[src/wsht_pkg.sv]
package wsht_pkg;

  localparam int NUM_LANES   = 4;
  localparam int CMD_W       = 2;
  localparam int GAIN_W      = 8;
  localparam int LEVEL_W     = 16;
  localparam int CFG_IDX_W   = 3;
  localparam int CFG_DATA_W  = 16;
  localparam int TOTAL_W     = 22;
  localparam int DIFF_W      = 23;
  localparam int START_SUM_W = 16;
  localparam int WMEAN_W     = START_SUM_W + GAIN_W;

  localparam int START_WINDOW_DEF = 5;
  localparam int BLOCK_LENGTH_DEF = 20;
  localparam int SAMPLE_BITS_DEF  = 12;

  // Reciprocal multiply then gain multiply inside each lane
  localparam int DIV_LAT = 2;
  localparam int WAIT_W  = $clog2(DIV_LAT + 1);

  localparam logic [TOTAL_W-1:0] TOTAL_MAX = '1;

  localparam logic [GAIN_W-1:0]  GAIN_RESET       = 8'd10;
  localparam logic [LEVEL_W-1:0] LEVEL_HIGH_RESET = 16'd3400;
  localparam logic [LEVEL_W-1:0] LEVEL_LOW_RESET  = 16'd3000;
  localparam logic [LEVEL_W-1:0] TOLERANCE_RESET  = 16'd500;

  localparam logic [CMD_W-1:0] CMD_MEASURE = 2'd0;
  localparam logic [CMD_W-1:0] CMD_TICK    = 2'd1;
  localparam logic [CMD_W-1:0] CMD_START   = 2'd2;
  localparam logic [CMD_W-1:0] CMD_SPARE   = 2'd3;

  localparam logic [CFG_IDX_W-1:0] CFG_GAIN_ONE   = 3'd0;
  localparam logic [CFG_IDX_W-1:0] CFG_GAIN_TWO   = 3'd1;
  localparam logic [CFG_IDX_W-1:0] CFG_GAIN_THREE = 3'd2;
  localparam logic [CFG_IDX_W-1:0] CFG_GAIN_FOUR  = 3'd3;
  localparam logic [CFG_IDX_W-1:0] CFG_LEVEL_HIGH = 3'd4;
  localparam logic [CFG_IDX_W-1:0] CFG_LEVEL_LOW  = 3'd5;
  localparam logic [CFG_IDX_W-1:0] CFG_TOLERANCE  = 3'd6;

  typedef struct packed {
    logic load;
    logic start_item;
    logic close;
  } lane_ctl_t;

  typedef struct packed {
    logic s2_load;
    logic s3_load;
  } merge_ctl_t;

endpackage

[src/wsht_lane.sv]
module wsht_lane #(
  parameter int SAMPLE_BITS  = wsht_pkg::SAMPLE_BITS_DEF,
  parameter int START_WINDOW = wsht_pkg::START_WINDOW_DEF
) (
  input  logic                                    clk,
  input  logic                                    rst_n,
  input  wsht_pkg::lane_ctl_t                     ctl,
  input  logic [SAMPLE_BITS-1:0]                  sample,
  input  logic [wsht_pkg::GAIN_W-1:0]             gain,
  output logic [SAMPLE_BITS+wsht_pkg::GAIN_W-1:0] prod,
  output logic [wsht_pkg::WMEAN_W-1:0]            wmean
);
  import wsht_pkg::*;

  localparam int PROD_W    = SAMPLE_BITS + GAIN_W;
  localparam int ACC_X_W   = START_SUM_W + 1;
  localparam int DIVISOR   = START_WINDOW - 2;
  localparam int DIV_LOG   = $clog2(DIVISOR);
  localparam int DIV_SHIFT = START_SUM_W + DIV_LOG;
  localparam int RECIP_W   = START_SUM_W + 1;
  localparam longint unsigned RECIP_FULL =
    ((64'd1 << DIV_SHIFT) + 64'(DIVISOR) - 64'd1) / 64'(DIVISOR);
  localparam logic [RECIP_W-1:0] RECIP = RECIP_W'(RECIP_FULL);
  localparam int QPROD_W   = DIV_SHIFT + START_SUM_W + 1;

  logic [START_SUM_W-1:0] acc_sum_r, acc_sum_nxt;
  logic [SAMPLE_BITS-1:0] acc_min_r, acc_min_nxt;
  logic [SAMPLE_BITS-1:0] acc_max_r, acc_max_nxt;
  logic [ACC_X_W-1:0]     sum_ext, sum_wide, cut;
  logic [START_SUM_W-1:0] trim_nxt;
  logic [PROD_W-1:0]      prod_r;
  logic [START_SUM_W-1:0] trim_r, quot_r;
  logic [WMEAN_W-1:0]     wmean_r;
  logic [QPROD_W-1:0]     qprod;

  always_comb begin
    sum_ext     = {1'b0, acc_sum_r} + ACC_X_W'(sample);
    acc_sum_nxt = sum_ext[START_SUM_W] ? '1 : sum_ext[START_SUM_W-1:0];
    acc_min_nxt = (sample < acc_min_r) ? sample : acc_min_r;
    acc_max_nxt = (sample > acc_max_r) ? sample : acc_max_r;
    sum_wide    = {1'b0, acc_sum_nxt};
    cut         = ACC_X_W'(acc_min_nxt) + ACC_X_W'(acc_max_nxt);
    trim_nxt    = (sum_wide >= cut) ? START_SUM_W'(sum_wide - cut) : '0;
  end

  // divide by the trimmed window length: reciprocal multiply, exact for 16-bit sums
  assign qprod = QPROD_W'(trim_r) * QPROD_W'(RECIP);

  always_ff @(posedge clk) begin
    if (!rst_n) begin
      acc_sum_r <= '0;
      acc_min_r <= '1;
      acc_max_r <= '0;
    end else if (ctl.load && ctl.start_item) begin
      if (ctl.close) begin
        acc_sum_r <= '0;
        acc_min_r <= '1;
        acc_max_r <= '0;
      end else begin
        acc_sum_r <= acc_sum_nxt;
        acc_min_r <= acc_min_nxt;
        acc_max_r <= acc_max_nxt;
      end
    end
  end

  always_ff @(posedge clk) begin
    if (ctl.load) begin
      prod_r <= PROD_W'(sample) * PROD_W'(gain);
      trim_r <= trim_nxt;
    end
    quot_r  <= qprod[DIV_SHIFT +: START_SUM_W];
    wmean_r <= WMEAN_W'(quot_r) * WMEAN_W'(gain);
  end

  assign prod  = prod_r;
  assign wmean = wmean_r;

endmodule

[src/wsht_merge.sv]
module wsht_merge #(
  parameter int SAMPLE_BITS  = wsht_pkg::SAMPLE_BITS_DEF,
  parameter int BLOCK_LENGTH = wsht_pkg::BLOCK_LENGTH_DEF
) (
  input  logic                                    clk,
  input  logic                                    rst_n,
  input  wsht_pkg::merge_ctl_t                    ctl,
  input  logic [wsht_pkg::CMD_W-1:0]              s1_cmd,
  input  logic                                    s1_close,
  input  logic [SAMPLE_BITS+wsht_pkg::GAIN_W-1:0] prod [wsht_pkg::NUM_LANES],
  input  logic [wsht_pkg::WMEAN_W-1:0]            wmean [wsht_pkg::NUM_LANES],
  input  logic [wsht_pkg::LEVEL_W-1:0]            level_high,
  input  logic [wsht_pkg::LEVEL_W-1:0]            level_low,
  input  logic [wsht_pkg::LEVEL_W-1:0]            tolerance,
  output logic                                    trigger,
  output logic [wsht_pkg::TOTAL_W-1:0]            total,
  output logic signed [wsht_pkg::DIFF_W-1:0]      difference,
  output logic [wsht_pkg::TOTAL_W-1:0]            baseline,
  output logic                                    rezeroed
);
  import wsht_pkg::*;

  localparam int PROD_W   = SAMPLE_BITS + GAIN_W;
  localparam int PSUM_W   = PROD_W + 2;
  localparam int PSUM_X_W = (PSUM_W > TOTAL_W) ? PSUM_W : TOTAL_W;
  localparam int WSUM_W   = WMEAN_W + 2;
  localparam int BC_W     = $clog2(BLOCK_LENGTH + 1);

  logic [PSUM_X_W-1:0]       psum;
  logic [WSUM_W-1:0]         wsum;
  logic [TOTAL_W-1:0]        total_sat, base_sat;

  logic [CMD_W-1:0]          s2_cmd_r;
  logic                      s2_close_r;
  logic [TOTAL_W-1:0]        s2_total_r, s2_base_r;

  logic                      trigger_r, trigger_nxt;
  logic [TOTAL_W-1:0]        baseline_r, baseline_nxt;
  logic [TOTAL_W-1:0]        blk_min_r, blk_min_nxt;
  logic [TOTAL_W-1:0]        blk_max_r, blk_max_nxt;
  logic [BC_W-1:0]           blk_cnt_r, blk_cnt_nxt;
  logic [TOTAL_W-1:0]        out_total_r;
  logic signed [DIFF_W-1:0]  out_diff_r;
  logic                      out_rez_r, rez_nxt;

  logic signed [DIFF_W-1:0]  diff_v, lvl_hi_s, lvl_lo_s;
  logic [TOTAL_W-1:0]        min_c, max_c, spread;
  logic [BC_W-1:0]           cnt_inc;

  // Adder stage: total of the lane products and of the lane weighted means
  always_comb begin
    psum = '0;
    wsum = '0;
    for (int i = 0; i < NUM_LANES; i++) begin
      psum = psum + PSUM_X_W'(prod[i]);
      wsum = wsum + WSUM_W'(wmean[i]);
    end
    total_sat = (psum > PSUM_X_W'(TOTAL_MAX)) ? TOTAL_MAX : psum[TOTAL_W-1:0];
    base_sat  = (wsum > WSUM_W'(TOTAL_MAX)) ? TOTAL_MAX : wsum[TOTAL_W-1:0];
  end

  always_ff @(posedge clk) begin
    if (ctl.s2_load) begin
      s2_cmd_r   <= s1_cmd;
      s2_close_r <= s1_close;
      s2_total_r <= total_sat;
      s2_base_r  <= base_sat;
    end
  end

  // Decision stage
  assign diff_v   = $signed(DIFF_W'(s2_total_r) - DIFF_W'(baseline_r));
  assign lvl_hi_s = $signed(DIFF_W'(level_high));
  assign lvl_lo_s = $signed(DIFF_W'(level_low));
  assign min_c    = (s2_total_r < blk_min_r) ? s2_total_r : blk_min_r;
  assign max_c    = (s2_total_r > blk_max_r) ? s2_total_r : blk_max_r;
  assign spread   = max_c - min_c;
  assign cnt_inc  = blk_cnt_r + BC_W'(1);

  always_comb begin
    trigger_nxt  = trigger_r;
    baseline_nxt = baseline_r;
    blk_min_nxt  = blk_min_r;
    blk_max_nxt  = blk_max_r;
    blk_cnt_nxt  = blk_cnt_r;
    rez_nxt      = 1'b0;
    if (s2_cmd_r == CMD_START) begin
      if (s2_close_r) begin
        baseline_nxt = s2_base_r;
      end
    end else begin
      priority if (diff_v >= lvl_hi_s) begin
        trigger_nxt = 1'b1;
      end else if (diff_v < lvl_lo_s) begin
        trigger_nxt = 1'b0;
      end else begin
        // inside the band: hold the level
        trigger_nxt = trigger_r;
      end
      if (s2_cmd_r == CMD_TICK) begin
        if (cnt_inc == BC_W'(BLOCK_LENGTH)) begin
          if (spread <= TOTAL_W'(tolerance)) begin
            baseline_nxt = s2_total_r;
            rez_nxt      = 1'b1;
          end
          blk_min_nxt = '1;
          blk_max_nxt = '0;
          blk_cnt_nxt = '0;
        end else begin
          blk_min_nxt = min_c;
          blk_max_nxt = max_c;
          blk_cnt_nxt = cnt_inc;
        end
      end
    end
  end

  always_ff @(posedge clk) begin
    if (!rst_n) begin
      trigger_r  <= 1'b0;
      baseline_r <= '0;
      blk_min_r  <= '1;
      blk_max_r  <= '0;
      blk_cnt_r  <= '0;
    end else if (ctl.s3_load) begin
      trigger_r  <= trigger_nxt;
      baseline_r <= baseline_nxt;
      blk_min_r  <= blk_min_nxt;
      blk_max_r  <= blk_max_nxt;
      blk_cnt_r  <= blk_cnt_nxt;
    end
  end

  always_ff @(posedge clk) begin
    if (ctl.s3_load) begin
      out_total_r <= s2_total_r;
      out_diff_r  <= diff_v;
      out_rez_r   <= rez_nxt;
    end
  end

  assign trigger    = trigger_r;
  assign total      = out_total_r;
  assign difference = out_diff_r;
  assign baseline   = baseline_r;
  assign rezeroed   = out_rez_r;

endmodule

[src/weighted_sum_hysteresis_trigger.sv]
// Path: an input transfer passes the lane product, stage-two sum and output registers;
//   a window-closing startup sample also waits on the lane reciprocal and gain multiplies.
// Throughput: one item per cycle while the output is not stalled; a window-closing startup
//   sample holds the input side while the lane divider pipeline settles.
// Reset: synchronous, active low; clears the pipeline, the trigger, baseline and all
//   accumulators, and returns every configuration register to its default setting.
module weighted_sum_hysteresis_trigger #(
  parameter int SAMPLE_BITS  = wsht_pkg::SAMPLE_BITS_DEF,
  parameter int START_WINDOW = wsht_pkg::START_WINDOW_DEF,
  parameter int BLOCK_LENGTH = wsht_pkg::BLOCK_LENGTH_DEF
) (
  input  logic                                clk,
  input  logic                                rst_n,
  input  logic                                in_valid,
  output logic                                in_ready,
  input  logic [wsht_pkg::CMD_W-1:0]          in_command,
  input  logic [SAMPLE_BITS-1:0]              in_sample_one,
  input  logic [SAMPLE_BITS-1:0]              in_sample_two,
  input  logic [SAMPLE_BITS-1:0]              in_sample_three,
  input  logic [SAMPLE_BITS-1:0]              in_sample_four,
  output logic                                out_valid,
  input  logic                                out_ready,
  output logic                                out_trigger,
  output logic [wsht_pkg::TOTAL_W-1:0]        out_weighted_total,
  output logic signed [wsht_pkg::DIFF_W-1:0]  out_difference,
  output logic [wsht_pkg::TOTAL_W-1:0]        out_baseline_now,
  output logic                                out_rezeroed,
  input  logic                                cfg_valid,
  output logic                                cfg_ready,
  input  logic [wsht_pkg::CFG_IDX_W-1:0]      cfg_index,
  input  logic [wsht_pkg::CFG_DATA_W-1:0]     cfg_data
);
  import wsht_pkg::*;

  localparam int SC_W   = $clog2(START_WINDOW);
  localparam int PROD_W = SAMPLE_BITS + GAIN_W;

  // Configuration registers
  logic [GAIN_W-1:0]  gain_r [NUM_LANES];
  logic [LEVEL_W-1:0] level_high_r, level_low_r, tolerance_r;

  // Front end and stage one control
  logic               in_xfer, is_start, close;
  logic [SC_W-1:0]    start_cnt_r;
  logic               s1_valid_r, s2_valid_r, out_valid_r;
  logic [CMD_W-1:0]   s1_cmd_r;
  logic               s1_close_r;
  logic [WAIT_W-1:0]  wait_r;
  logic               s1_adv, s2_adv, s2_free, s3_free;

  logic [SAMPLE_BITS-1:0] lane_sample [NUM_LANES];
  logic [PROD_W-1:0]      lane_prod   [NUM_LANES];
  logic [WMEAN_W-1:0]     lane_wmean  [NUM_LANES];
  lane_ctl_t              lane_ctl;
  merge_ctl_t             merge_ctl;

  // Registers always writable: host must only write while the block is idle; unenforced.
  assign cfg_ready = 1'b1;

  always_ff @(posedge clk) begin
    if (!rst_n) begin
      for (int i = 0; i < NUM_LANES; i++) begin
        gain_r[i] <= GAIN_RESET;
      end
      level_high_r <= LEVEL_HIGH_RESET;
      level_low_r  <= LEVEL_LOW_RESET;
      tolerance_r  <= TOLERANCE_RESET;
    end else if (cfg_valid && cfg_ready) begin
      unique case (cfg_index)
        CFG_GAIN_ONE:   gain_r[0]    <= cfg_data[GAIN_W-1:0];
        CFG_GAIN_TWO:   gain_r[1]    <= cfg_data[GAIN_W-1:0];
        CFG_GAIN_THREE: gain_r[2]    <= cfg_data[GAIN_W-1:0];
        CFG_GAIN_FOUR:  gain_r[3]    <= cfg_data[GAIN_W-1:0];
        CFG_LEVEL_HIGH: level_high_r <= cfg_data[LEVEL_W-1:0];
        CFG_LEVEL_LOW:  level_low_r  <= cfg_data[LEVEL_W-1:0];
        CFG_TOLERANCE:  tolerance_r  <= cfg_data[LEVEL_W-1:0];
        default: begin
          // index beyond the register list: drop the write
        end
      endcase
    end
  end

  // Pipeline handshake. Each stage advances when the one after it is free, so
  // a new transfer is taken even while a finished result waits at the output.
  assign s3_free  = !out_valid_r || out_ready;
  assign s2_adv   = s2_valid_r && s3_free;
  assign s2_free  = !s2_valid_r || s3_free;
  // A window-closing startup item waits in stage one for the lane divider.
  assign s1_adv   = s1_valid_r && (wait_r == '0) && s2_free;
  assign in_ready = !s1_valid_r || s1_adv;
  assign in_xfer  = in_valid && in_ready;

  // Startup window count lives at the front so lanes learn of a close on transfer
  assign is_start = (in_command == CMD_START);
  assign close    = is_start && (start_cnt_r == SC_W'(START_WINDOW - 1));

  always_ff @(posedge clk) begin
    if (!rst_n) begin
      start_cnt_r <= '0;
      s1_valid_r  <= 1'b0;
      s2_valid_r  <= 1'b0;
      out_valid_r <= 1'b0;
      wait_r      <= '0;
    end else begin
      if (in_xfer && is_start) begin
        start_cnt_r <= close ? '0 : start_cnt_r + SC_W'(1);
      end

      if (in_xfer) begin
        s1_valid_r <= 1'b1;
      end else if (s1_adv) begin
        s1_valid_r <= 1'b0;
      end

      if (s1_adv) begin
        s2_valid_r <= 1'b1;
      end else if (s2_adv) begin
        s2_valid_r <= 1'b0;
      end

      if (s2_adv) begin
        out_valid_r <= 1'b1;
      end else if (out_ready) begin
        out_valid_r <= 1'b0;
      end

      // Count down the lane divider latency after a closing startup item
      if (in_xfer) begin
        wait_r <= close ? WAIT_W'(DIV_LAT) : '0;
      end else if (wait_r != '0) begin
        wait_r <= wait_r - WAIT_W'(1);
      end
    end
  end

  always_ff @(posedge clk) begin
    if (in_xfer) begin
      s1_cmd_r   <= in_command;
      s1_close_r <= close;
    end
  end

  assign lane_sample[0] = in_sample_one;
  assign lane_sample[1] = in_sample_two;
  assign lane_sample[2] = in_sample_three;
  assign lane_sample[3] = in_sample_four;

  always_comb begin
    lane_ctl.load       = in_xfer;
    lane_ctl.start_item = is_start;
    lane_ctl.close      = close;
    merge_ctl.s2_load   = s1_adv;
    merge_ctl.s3_load   = s2_adv;
  end

  // One lane per channel: product, startup accumulators and trimmed-mean weighting
  for (genvar g = 0; g < NUM_LANES; g++) begin : g_lane
    wsht_lane #(
      .SAMPLE_BITS  (SAMPLE_BITS),
      .START_WINDOW (START_WINDOW)
    ) u_lane (
      .clk    (clk),
      .rst_n  (rst_n),
      .ctl    (lane_ctl),
      .sample (lane_sample[g]),
      .gain   (gain_r[g]),
      .prod   (lane_prod[g]),
      .wmean  (lane_wmean[g])
    );
  end

  // Merge: add the lanes, compare against the baseline, run the calibration block
  wsht_merge #(
    .SAMPLE_BITS  (SAMPLE_BITS),
    .BLOCK_LENGTH (BLOCK_LENGTH)
  ) u_merge (
    .clk        (clk),
    .rst_n      (rst_n),
    .ctl        (merge_ctl),
    .s1_cmd     (s1_cmd_r),
    .s1_close   (s1_close_r),
    .prod       (lane_prod),
    .wmean      (lane_wmean),
    .level_high (level_high_r),
    .level_low  (level_low_r),
    .tolerance  (tolerance_r),
    .trigger    (out_trigger),
    .total      (out_weighted_total),
    .difference (out_difference),
    .baseline   (out_baseline_now),
    .rezeroed   (out_rezeroed)
  );

  assign out_valid = out_valid_r;

endmodule

[config.mk]
export PLATFORM = sky130hd
export DESIGN_NAME = weighted_sum_hysteresis_trigger
export DESIGN_NICKNAME = d
export VERILOG_FILES = /design/src/wsht_pkg.sv /design/src/wsht_lane.sv /design/src/wsht_merge.sv /design/src/weighted_sum_hysteresis_trigger.sv
export SDC_FILE = /design/constraint.sdc
export NUM_CORES = 2
export LEC_CHECK = 0
export BUFFER_PORTS_ARGS = -buffer_cell sky130_fd_sc_hd__buf_2
export CAP_MARGIN = 30
export CELL_PAD_IN_SITES_DETAIL_PLACEMENT = 1
export CELL_PAD_IN_SITES_GLOBAL_PLACEMENT = 2
export CORE_MARGIN = 4
export CORE_UTILIZATION = 30
export DETAILED_ROUTE_END_ITERATION = 10
export GPL_TIMING_DRIVEN = 0
export PLACE_DENSITY_LB_ADDON = 0.2
export SYNTH_ARGS = -nofsm -noshare
export SYNTH_HDL_FRONTEND = slang
export SYNTH_SLANG_ARGS = --single-unit
[constraint.sdc]
create_clock -name clk -period 17.35 [get_ports clk]
set_input_delay 0 -clock clk [delete_from_list [all_inputs] [get_ports clk]]
set_output_delay 0 -clock clk [all_outputs]
set_load 0.02 [all_outputs]
# Word level (Yosys, flattened, before mapping)
# Memories as Yosys holds them, arrays and structs flattened.
# Cells that the tools add are included.
# totals
regBits	684
mem_bits_rw	32
input_bits	74
out_inout_bits	72
word_cells	222
n_memories	1
# mem_list
memory	depth	word_bits	rd	rd_clocked_by_memory_dff	wr	line	text
gain_r	4	8	4	0	4	weighted_sum_hysteresis_trigger.sv:39	logic [GAIN_W-1:0] gain_r [NUM_LANES];
# classes
addsub	23
n_mul	12
magnitude_cmp	19
eq_ne	12
muxes	68
n_bitwise	7
reduce_logical	30
# ops
cell	n
$mux 22	9
$mux 12	16
$mul 16x16->32 const B	4
$mux 16	8
$mul 15x8->23	4
$mul 12x8->20	4
$add 16x12->17	4
$ge 16x17->1	4
$sub 16x16->16	4
$add 12x12->13	4
$add 26x24->26	2
$gt 12x12->1	4
$lt 12x12->1	4
$add 22x20->22	2
$mux 8	4
$gt 26x22->1 const B	1
$mux 1	26
$add 24x24->25	1
$ge 23x17->1	1
$lt 23x17->1	1
$sub 22x22->23	1
$gt 22x22->1	1
$gt 22x22->1 const B	1
$le 22x16->1	1
other kinds (28)	60

# Depth between registers and ports, before layout
# logic_depth
ltp_word	8
depth_mapped	34
ltp_nobuf	31

# By module
# From an unflattened synthesis, not the netlist that was laid out.
# unflattened
hier_cells	9340
hier_area_um2	86252.7
# by_module_without_submodules
mod	n_inst	cells_per_inst	area_per_inst_um2	seq_area_each_um2
wsht_lane (g_lane[0].u_lane ...)	2	1881	17050.1	2642.5
wsht_lane (g_lane[2].u_lane)	1	1805	16837.4	2642.5
wsht_lane (g_lane[3].u_lane)	1	1791	16781.1	2642.5
wsht_merge	1	1634	14988.1	4234.1
weighted_sum_hysteresis_trigger	1	348	3545.9	2172.1

# Least setup slack after synthesis
# OpenSTA, ideal clock, no wires.
# synth_path
path_type	register to register
start	reg u_merge.s2_total_r[11]
end	reg u_merge.baseline_r[10] (netlist: u_merge.baseline[10])
setup_ns	0.120
arrival_time_ns	6.317
required_ns	17.230
path_slack_ns	10.914
path_stages_with_launch	29
path_buffers	2
synth_period_minus_slack_ns	6.436
cell_sequence	edfxtp_1 ha_1 a21o_1 a21o_1 a21oi_1 o211ai_1 a21oi_1 clkbuf_1 mux2i_1 ha_1 nor2b_1 o2111ai_1 nand3_1 a21o_1 or2_2 a221o_1 xor2_1 ha_1 nand4_1 nor4_1 a21oi_1 o41ai_1 nand4b_1 a31oi_1 nand4_1 a2111oi_2 o21ai_2 buf_6 mux2i_1
# synth_via
elab_chain_len	6
word_cells_on_any_way	8
cone_classes	add/sub (1); order compare (3); mux (2); reduce/logical (2)
# synth_lines
item	line	text
start, declared	wsht_merge.sv:35	logic [TOTAL_W-1:0] s2_total_r, s2_base_r;
start signal, assigned	wsht_merge.sv:66	s2_total_r <= total_sat;
$gt 22x22->1 / $lt 22x22->1 (equally long branches)	wsht_merge.sv:76, wsht_merge.sv:75	
$mux 22, on equally long branches	wsht_merge.sv:76, wsht_merge.sv:75	
$sub 22x22->22 (*)	wsht_merge.sv:77	assign spread = max_c - min_c;
$le 22x16->1 (*)	wsht_merge.sv:102	if (spread <= TOTAL_W'(tolerance)) begin
$reduce_bool 2->1 (no line) (*)	--	
$reduce_and 5->1 (no line) (*)	--	
end signal, assigned	wsht_merge.sv:127	baseline_r <= baseline_nxt;
end, declared	wsht_merge.sv:38	logic [TOTAL_W-1:0] baseline_r, baseline_nxt;
# Every way passes the cells marked *; elsewhere a longest branch is shown, timed or not.
# A chain may end at the register's enable or synchronous reset.

# Final worst setup path
# layout_path
start	reg u_merge.s2_total_r[9]
end	reg u_merge.baseline_r[2] (netlist: u_merge.baseline[2])
# Same word-level chain as after synthesis.

==> summary.md <==
| Metric | Value |
|---|---|
| Ys async rst share | `0%` |
| Max-slew violation count | `0` |
| Root buffer cell | `clkbuf_16` |
| Vias per inst | `4.82` |
| # IOs | `146` |
| Synth Area in Compound Gates | `10.3%` |
| Share of layout cells above drive strength 1 | `5.74%` |
| Drt wl/cell | `21.4 um` |
| Worst Clk Skew | `0.0622 ns` |
| Hpwl dp | `240 mm` |
| Yosys warning count | `0` |
| Setup TNS | `0 ns` |
| Placeable Area | `0.283 mm^2` |
| CP max-delay cell | `a2111oi_2` |
| Fmax | `109 MHz` |
| CTS Buffer Depth | `4` |
| Leading cell type in the layout, fill and taps excluded | `inv_1` |
| Post-synth top area cell | `fa_1` |
| Arr. time, crit path | `9.82 ns` |
| Die height | `543 um` |
| Vias in the first global route | `70900` |
| First-pass GRT wire length | `443 mm` |
| Number of synthesized flops with an enable pin | `272` |
| Multi-input gate area | `0.0614 mm^2` |
| P&R area growth vs syn | `11.8%` |
| Pin count of the biggest net entering global routing | `114` |
| Largest cells by area after synthesis | `fa_1, ha_1, dfxtp_1, edfxtp_1, inv_1` |
| Final wirelength | `289 mm` |
| Hold Path Class | `in2reg` |
| Nets | `12000` |
| CTS Sinks | `712` |
| Syn Inst Count | `9290` |
| Post-synthesis mux area share | `2.88%` |
| Type of origin of the critical path | `flip-flop` |
| Worst endpoint required time | `18.03 ns` |
| CTS tree | `yes` |
| Period utilisation layout | `52.7%` |
| Setup crit end kind | `flip-flop` |
| RR Startpoint | `u_merge.s2_total_r[9]$_SDFFCE_PN1P_` |
| Routed via count | `65000` |
| Simple-gate share of the synthesized area | `13.5%` |
| Total Die Area | `0.294 mm^2` |
| Initial antenna violation count | `28` |
| Post-synth cell types | `93` |
| GPL Wtd Cong | `0.862` |
| Mapped Nets | `11600` |
| Pre-Repair DR Iteration Count | `5` |
| Syn avg cell area | `9.23 um^2` |
| Hold path startpoint | `cfg_data[8]` |
| XOR/XNOR Fraction of Synth Area | `3.91%` |
| Min Clock Period, post-route | `9.14 ns` |
| Status | `finished clean` |
| Remaining antenna violation count | `0` |
| Primary FF master, synth | `dfxtp_1` |
| Yosys top cell area share | `22.0%` |
| Setup crit start | `u_merge.s2_total_r[9]$_SDFFCE_PN1P_` |
| MaxCap Viol Count | `0` |
| Most frequent cells in the layout | `inv_1, ha_1, fa_1` |
| CP max stage delay | `0.88 ns` |
| Port bufs | `144` |
| RSZ-0062 raised after global routing | `no` |
| H-tree depth | `3` |
| Register bit count reported by yosys | `712` |
| Max_slew headroom | `26.8%` |
| Number of hold violations in the final report | `0` |
| Die Width | `543 um` |
| Starting Density | `30.3%` |
| DR iter-0 viols | `2759` |
| Fillers | `32700` |
| Cell Rows | `195` |
| Sequential cell area | `0.0170 mm^2` |
| Post-Syn Area | `0.0857 mm^2` |
| Clk slew on worst S/H paths | `0.07 ns` |
| TritonCTS buffer count | `101` |
| Worst Path Max Fanout | `10` |
| Worst-skew pair later-pin latency | `0.84 ns` |
| Sequential fraction of the synthesis area | `19.8%` |
| GR Overflow Total | `0` |
| Critical Setup Path Class | `reg2reg` |
| Finish-stage setup viols | `0` |
| Synth Area in Adders | `41.0%` |
| Post-route DRC | `0` |
| Largest family of logic cells by synthesized area | `adder cells` |
| Measured slew at the worst slew-check pin | `1.07 ns` |
| GRT Total Usage | `19.6%` |
## area by class of cell
cell class | count | area share [%]
clock inverters | 57 | 0.579
repair buffers | 268 | 2.27
clock buffers | 128 | 2.78
plain buffers | 251 | 1.03
diodes | 8 | 0.0209
inverters | 1715 | 6.72
multi-input cells | 6612 | 64.0
flip-flops and latches | 712 | 17.7
well taps | 3743 | 4.89
## per-stage QoR
stage,instance area (um^2),hold slack (ns),setup WS (ns),cells,util (%)
finish,95900,0.0844,8.21,13500,33.8
global route,95800,0.0574,7.66,13500,33.8
CTS,95800,0.00705,7.96,13500,33.8
detailed placement,91700,0.285,8.07,13200,32.4
global placement,91100,0.280,8.06,13200,32.2
floorplan,85700,0.0989,10.91,9290,-
## kinds of logic (layout without fill, tap and decap cells)
group,after synthesis,count (layout)
fa+ha+maj,2241,2241
compound gates,1351,1351
xor+xnor,383,383
simple gates,2406,2406
flops,712,712
mux,230,230
buf+inv,1966,2419
other cells,1,9
## cells in the mapped netlist (127+ instances only)
cell         n
dfxtp_1    440
xnor2_1    256
xor2_1     127
a21o_1     184
inv_1     1714
nor2_1     495
nand2_1    851
edfxtp_1   272
ha_1      1300
clkbuf_1   222
and2_1     505
o21ai_0    235
fa_1       941
a21oi_1    368
mux2_2     134
## repair_timing
item | 4_1_cts | 5_1_grt
endpoints found under the hold margin | 217 | 0
endpoints found under the setup margin | 0 | 0
buffers inserted | 0 | 0
hold buffers | 95 | 0
gates resized for setup | 0 | 0
## state kept, by name, indices dropped and copies added (netlist names), 22 cells and up
| register | count |
|---|---|
| u_merge.baseline | 22 |
| g_lane.u_lane.acc_min_r | 48 |
| g_lane.u_lane.prod | 80 |
| g_lane.u_lane.quot_r | 60 |
| u_merge.blk_max_r | 22 |
| u_merge.blk_min_r | 22 |
| g_lane.u_lane.trim_r | 64 |
| u_merge.difference | 23 |
| u_merge.total | 22 |
| u_merge.s2_base_r | 22 |
| u_merge.s2_total_r | 22 |
| g_lane.u_lane.acc_max_r | 48 |
| g_lane.u_lane.wmean | 92 |
| g_lane.u_lane.acc_sum_r | 64 |
| gain_r | 32 |
## final timing paths
check / endpoint / slack (ns) / cells after the start
worst max-delay path: u_merge.baseline[2]$_SDFFE_PN0P_ / 8.21 / 28
worst min-delay path: tolerance_r[8]$_SDFFE_PN1P_ / 0.08 / 4
worst max register to register: u_merge.baseline[2]$_SDFFE_PN0P_ / 8.21 / 28
worst min register to register: u_merge.s2_cmd_r[0]$_DFFE_PP_ / 0.41 / 0
## layer usage
metal / global-route usage, % / vias to the layer above / share of wire (%)
met2: 32.9 / 799 / 46
met5: 0 / - / 0
met1: 27.8 / 32900 / 48
met4: 3.61 / 0 / 1.9
met3: 1.70 / 228 / 3.1
li1: - / 31100 / -
## worst max-delay path, delay by kind of cell (launching register included)
family | cells | cell delay [ns]
multiplexers | 2 | 0.59
XOR/XNOR | 1 | 0.30
AND/OR/NAND/NOR | 7 | 1.33
AO/OA/AOI/OAI | 13 | 3.95
flip-flops | 1 | 0.81
adder cells (fa/ha/maj) | 3 | 1.04
buffers and inverters | 2 | 0.93
Power is not shown: default switching activity piles up to over one toggle a cycle in this logic, so the estimate is an artifact.
